## src/sv/tfd_pkg.sv

```systemverilog
// shared types, constants and helper functions for the texel format decoder
package tfd_pkg;

  // fixed field widths
  localparam int unsigned TEXEL_W   = 32;
  localparam int unsigned PAL_W     = 16;
  localparam int unsigned PIDX_W    = 8;
  localparam int unsigned CHAN_W    = 8;
  localparam int unsigned DIM_W     = 8;
  localparam int unsigned PCOUNT_W  = 9;
  localparam int unsigned FMT_W     = 4;
  localparam int unsigned CFG_IDX_W = 2;
  localparam int unsigned CFG_W     = 9;

  // parameter defaults
  localparam int unsigned PALETTE_DEPTH_DEF = 256;
  localparam int unsigned MAX_DIM_DEF       = 256;

  // operation codes of an input item
  typedef enum logic {
    OP_DECODE    = 1'b0,
    OP_PAL_WRITE = 1'b1
  } op_t;

  // configuration register indexes
  typedef enum logic [CFG_IDX_W-1:0] {
    CFG_TEXEL_FORMAT  = 2'd0,
    CFG_PALETTE_COUNT = 2'd1,
    CFG_IMAGE_WIDTH   = 2'd2,
    CFG_IMAGE_HEIGHT  = 2'd3
  } cfg_idx_t;

  // texel format codes
  typedef enum logic [FMT_W-1:0] {
    FMT_RGBA32    = 4'd0,
    FMT_RGBA16    = 4'd1,
    FMT_RGB24     = 4'd2,
    FMT_RGB15     = 4'd3,
    FMT_IA16      = 4'd4,
    FMT_IA8       = 4'd5,
    FMT_IA4       = 4'd6,
    FMT_I8        = 4'd7,
    FMT_I4        = 4'd8,
    FMT_CI8_RGBA  = 4'd9,
    FMT_CI4_RGBA  = 4'd10,
    FMT_CI8_IA    = 4'd11,
    FMT_CI4_IA    = 4'd12
  } fmt_t;

  // decoded color
  typedef struct packed {
    logic [CHAN_W-1:0] red;
    logic [CHAN_W-1:0] green;
    logic [CHAN_W-1:0] blue;
    logic [CHAN_W-1:0] alpha;
  } rgba_t;

  // decode item between the accept stage and the color stage
  typedef struct packed {
    fmt_t               fmt;
    logic [TEXEL_W-1:0] texel;
    logic [3:0]         nib;
    logic               ok;
    logic               bad;
    logic               last;
  } s1_t;

  // 3-bit intensity scaled to 8 bits (v * 255 / 7)
  function automatic logic [CHAN_W-1:0] ia4_scale(input logic [2:0] v);
    logic [CHAN_W-1:0] r;
    begin
      case (v)
        3'd0: r = 8'd0;
        3'd1: r = 8'd36;
        3'd2: r = 8'd72;
        3'd3: r = 8'd109;
        3'd4: r = 8'd145;
        3'd5: r = 8'd182;
        3'd6: r = 8'd218;
        default: r = 8'd255;
      endcase
      return r;
    end
  endfunction

  // 5:5:5:1 word to 8-bit channels
  function automatic rgba_t from_rgba16(input logic [PAL_W-1:0] w);
    rgba_t c;
    begin
      c.red   = {w[15:11], 3'b000};
      c.green = {w[10:6], 3'b000};
      c.blue  = {w[5:1], 3'b000};
      c.alpha = w[0] ? 8'hFF : 8'h00;
      return c;
    end
  endfunction

  // intensity/alpha word to 8-bit channels
  function automatic rgba_t from_ia16(input logic [PAL_W-1:0] w);
    rgba_t c;
    begin
      c.red   = w[15:8];
      c.green = w[15:8];
      c.blue  = w[15:8];
      c.alpha = w[7:0];
      return c;
    end
  endfunction

endpackage

```

## src/sv/tfd_palette_ram.sv

```systemverilog
// palette memory: one write port, one registered read port
module tfd_palette_ram #(
  parameter int unsigned DEPTH = tfd_pkg::PALETTE_DEPTH_DEF
) (
  input  logic                       clk,
  input  logic                       we,
  input  logic [$clog2(DEPTH)-1:0]   waddr,
  input  logic [tfd_pkg::PAL_W-1:0]  wdata,
  input  logic                       re,
  input  logic [$clog2(DEPTH)-1:0]   raddr,
  output logic [tfd_pkg::PAL_W-1:0]  rdata
);
  import tfd_pkg::*;

  logic [PAL_W-1:0] mem [DEPTH];
  logic [PAL_W-1:0] rdata_r;

  // write port
  always_ff @(posedge clk) begin
    if (we) begin
      mem[waddr] <= wdata;
    end
  end

  // read port, data held while no read
  always_ff @(posedge clk) begin
    if (re) begin
      rdata_r <= mem[raddr];
    end
  end

  assign rdata = rdata_r;

endmodule
```

## config.mk

```make
export PLATFORM = sky130hd
export DESIGN_NAME = tfd_palette_ram
export DESIGN_NICKNAME = d
export VERILOG_FILES = /design/src/sv/tfd_pkg.sv /design/src/sv/tfd_palette_ram.sv
export SDC_FILE = /design/constraint.sdc
export NUM_CORES = 2
export LEC_CHECK = 0
export ABC_AREA = 0
export ABC_CLOCK_PERIOD_IN_PS = 7800
export CAP_MARGIN = 20
export CORE_MARGIN = 10
export CORE_UTILIZATION = 55
export DETAILED_ROUTE_END_ITERATION = 10
export DONT_BUFFER_PORTS = 1
export PLACE_DENSITY_LB_ADDON = 0.3
export SLEW_MARGIN = 10
export SYNTH_ARGS = -nofsm -noshare
export SYNTH_HDL_FRONTEND = slang
export SYNTH_SLANG_ARGS = --single-unit
```

## constraint.sdc

```tcl
create_clock -name clk -period 7.8 [get_ports clk]
set_input_delay 0.78 -clock clk [delete_from_list [all_inputs] [get_ports clk]]
set_output_delay 0.78 -clock clk [all_outputs]
set_load 0.02 [all_outputs]
```

# Word-level counts from Yosys, hierarchy flattened
# Memory sizes are Yosys's and may differ from the RTL's. A register that Yosys moved wholly into a read port is not among the register bits.
# Index checks and enable logic that the tools add are counted.
dict set report totals {
  romBits 0
  mem_count 1
  latch_bits 0
  output_inout_bits 16
  ramBits 4096
  regBits 0
}
dict set report classes {
  div_mod_pow 0
  eq_ne 0
  addsub 0
  multipliers 0
  n_shift 0
  n_lt_le_gt_ge 0
  mux 2
  bitwise_logic 0
  reduce_logical 0
}
# memory words word_bits rd rd_clocked_by_memory_dff write_ports line
set mem_list {}
lappend mem_list {mem 256 16 1 1 1 tfd_palette_ram.sv:15} ;# logic [PAL_W-1:0] mem [DEPTH];
# operator n
set op_table {}
lappend op_table {{$mux W1} 2}

# Logic depth before layout (Yosys ltp)
dict set report depth {
  ltp_word 2
  depth_mapped 12
  depth_no_buf 6
}

# Least setup slack after synthesis
# OpenSTA, ideal clock, no wires.
dict set report synth_timing {
  kind {input to register}
  from {input raddr[0]}
  to {register rdata_r[4], in the netlist rdata[4] (read register of mem) (data pin)}
  cell_stages 8
  setup_time_ns 0.265
  path_slack_ns 4.771
  t_required_ns 7.535
  t_arrival_ns 2.764
  path_cell_list {buf_6 -> buf_6 -> buf_2 -> mux4_2 -> mux4_2 -> a22o_1 -> o32ai_2 -> nor4_2}
}
# item line
set synth_lines {}
lappend synth_lines {{start: declaration} tfd_palette_ram.sv:10} ;# input logic [$clog2(DEPTH)-1:0] raddr,
lappend synth_lines {{end: declaration} tfd_palette_ram.sv:16} ;# logic [PAL_W-1:0] rdata_r;

==> flow_summary_export.csv <==
group,metric,value,unit
route,ant_nets,0,
route,routed_wl,408000,um
sta,clock_skew,68.1,ps
grt,gr-total-overflow,0,
worst_setup_path,reg2reg_depth,7,
route,via_count,79200,
cts,post_cts_resized,0,
cells_and_area,area_growth,11.9,%
hold_path,worst_hold_path_type,"in2reg",
sta,fin_crit,5490,ps
worst_setup_path,endpoint_kind,"flop",
worst_setup_path,r2r_end,"rdata[2]$_DFFE_PP_",
synth,yosysTopAreaCell,"edfxtp_1",
cts,root_buffer,"clkbuf_16",
cts,htreeDepth,5,
cells_and_area,drive_gt1_frac,0.233,
worst_setup_path,regToRegStartpoint,"mem[3][2]$_DFFE_PP_",
cts,ctsHoldBuffers,32,
hold_path,holdPathStages,0,
cells_and_area,fin_cells,11800,
route,drc,0,
cells_and_area,fill_cells,19300,
cells_and_area,fin_util,0.618,
route,via_per_inst,6.72,
placement,io_buffers,0,
synth,synth.area.top_cells,"edfxtp_1, mux4_2, mux2i_1, o221ai_1, nor2_1",
floorplan,die_x,557,um
worst_setup_path,critPathMaxFanout,156,
synth,ys_types,51,
placement,post-dp-hpwl,216000,um
sta,worstMarginPinSlew,1270,ps
worst_setup_path,critPathRequiredTime,8560,ps
synth,synth_area,159000,sq um
cts,clock_latency,1000,ps
grt,grt_max_degree,738,
cts,clockBufferDepth,4,
floorplan,row_count,197,
sta,setup_tns,0,ps
worst_setup_path,cp-startpoint,"raddr[0]",
synth,synth_top_area_share,0.777,
grt,grt_pass1_vias,77900,
route,first_pass_iters,6,
placement,place_congestion,0.863,
sta,slew_headroom,0.151,
synth,synth_fp_nets,7395,
power,finalPower,0.0456,W
cells_and_area,fin_nets,7715,
flow_run,drv_cap,0,
hold_path,min_from,"wdata[9]",
cts,cts_setup_buffers,0,
sta,maxSlewViolCount,0,
synth,yosysWarnings,0,
synth,ys_seq_area_frac,0.777,
outcome,status,"complete, no violations",
placement,placedCellCount,11000,
sta,final.period_utilization,0.704,
sta,fmax,182,MHz
floorplan,die-area,311000,sq um
sta,hold_viol,0,
power,p_per_area,256,nW/um^2
grt,globalRouteTotalUtil,0.258,
worst_setup_path,r2r_setup_slack,4730,ps
synth,netlist_instances,7360,
cts,clkTransAtPathRegs,60,ps
synth,ys.flop_type,"edfxtp_1",
hold_path,whs_endpoint,"mem[247][9]$_DFFE_PP_",
sta,rsz0062_at_grt,"false",
synth,async_flop_share,0,
floorplan,ios,51,
floorplan,core_area,288000,sq um
worst_setup_path,crit_path_start_kind,"primary input",
cts,clkSinkCount,4112,
route,initialDrtViolationCount,12300,
synth,synth_seq_cells,4112,
cts,cts_tree,"yes",
synth,syn_area_per_cell,21.6,sq um
grt,antenna_found_initial,18,
worst_setup_path,critical_path_arrival,6250,ps
route,wl_per_cell,34.6,um
sta,setup_violations,0,
synth,synth_edf_count,4112,
power,vdd_drop_max,0.000246,V
floorplan,fp.dieH,557,um
cts,numCtsBuffers,407,
worst_setup_path,critPathKind,"in2reg",
power,p_leak,56.1,nW
grt,grt_pass1_wl,582000,um
floorplan,start_util,0.552,
-- logic make-up (layout without fill, tap and decap cells) --
kind of cell | Yosys count | count (layout) | share of synthesized area
muxes | 1450 | 1450 | 0.155
DFF | 4112 | 4112 | 0.777
AOI/OAI and AO/OA | 786 | 786 | 0.0353
buffers and inverters | 456 | 1103 | 0.0169
other | 0 | 6 | 0
and+or+nand+nor | 556 | 556 | 0.0157
-- flip-flops by register name (all words and copies together), names as in the netlist --
| name | count |
|---|---|
| mem | 4096 |
| rdata | 16 |
-- area by class of cell --
cell class	instances	area [sq um]	area share
sequential	4112	123000	0.694
inverter	4	27.5	0.000155
antenna	6	15.0	0.0000844
clock buffer	481	10500	0.0590
timing repair buffer	363	3440	0.0193
multi-input combinational	2792	32900	0.185
tap	3781	4730	0.0266
clock inverter	255	2750	0.0154
-- cells in the final DEF, fill, tap and decap left out, types with 39 or more instances in the layout --
cell type	n
o221ai_1	252
nor3_1	90
mux4_2	797
clkinv_2	78
clkbuf_1	73
a21oi_1	175
buf_4	291
edfxtp_1	4112
o22ai_1	148
bufinv_16	39
nor2_1	269
clkinv_1	87
a22oi_1	43
mux2i_1	565
mux2_2	88
clkbuf_16	408
-- worst max path at each step --
stage                     endpoint  slack, ps  depth (start not counted)
2_1_floorplan   rdata[4]$_DFFE_PP_       4770                          8
3_3_place_gp   rdata[11]$_DFFE_PP_       1390                          9
3_5_place_dp   rdata[11]$_DFFE_PP_       1380                          9
4_1_cts        rdata[11]$_DFFE_PP_       2390                          9
5_1_grt         rdata[1]$_DFFE_PP_       1960                         10
6_report        rdata[1]$_DFFE_PP_       2310                         10
-- report_power, final --
part           internal [W]  leakage (nW)  switching (W)  total (W)
sequential           0.0244          37.0      0.0000485     0.0244
combinational      0.000719          12.8        0.00105    0.00176
clock                0.0110          6.42        0.00839     0.0194
-- metal layers --
layer  share of wire  track usage  routed length, um  vias up
met3            0.11       0.0590              46500      776
met1            0.37        0.369             153000    41700
met4           0.046       0.0979              18900        6
li1                -            -                  -    32000
met2            0.47        0.394             190000     4844
met5        0.000083            0                 34        -
-- through the flow --
stage / setup WS, ps / hold slack (ps) / cell area (sq um)
2_1_floorplan: 4770 / 879 / 159000
4_1_cts: 2390 / 1.45 / 178000
6_report: 2310 / 98.2 / 178000
3_3_place_gp: 1390 / 904 / 164000
5_1_grt: 1960 / 16.3 / 178000
3_5_place_dp: 1380 / 909 / 164000
-- synth_stat cells, drive strengths merged, types with 32 or more instances --
| master | count |
|---|---|
| a21oi | 175 |
| a22o | 32 |
| a22oi | 43 |
| buf | 222 |
| clkbuf | 230 |
| edfxtp | 4112 |
| mux2 | 88 |
| mux2i | 565 |
| mux4 | 797 |
| nand2 | 38 |
| nand3 | 35 |
| nor2 | 304 |
| nor3 | 92 |
| o21ai | 38 |
| o221ai | 253 |
| o22ai | 148 |
-- critical path, stage by stage --
cell and delay (ps):
buf_16 620, buf_16 500, buf_16 550, buf_16 690
mux2i_1 170, o221ai_1 480, o32ai_1 180, a22oi_1 660
nand4_1 560, nor4_1 320
(Power assumes the default switching activity.)
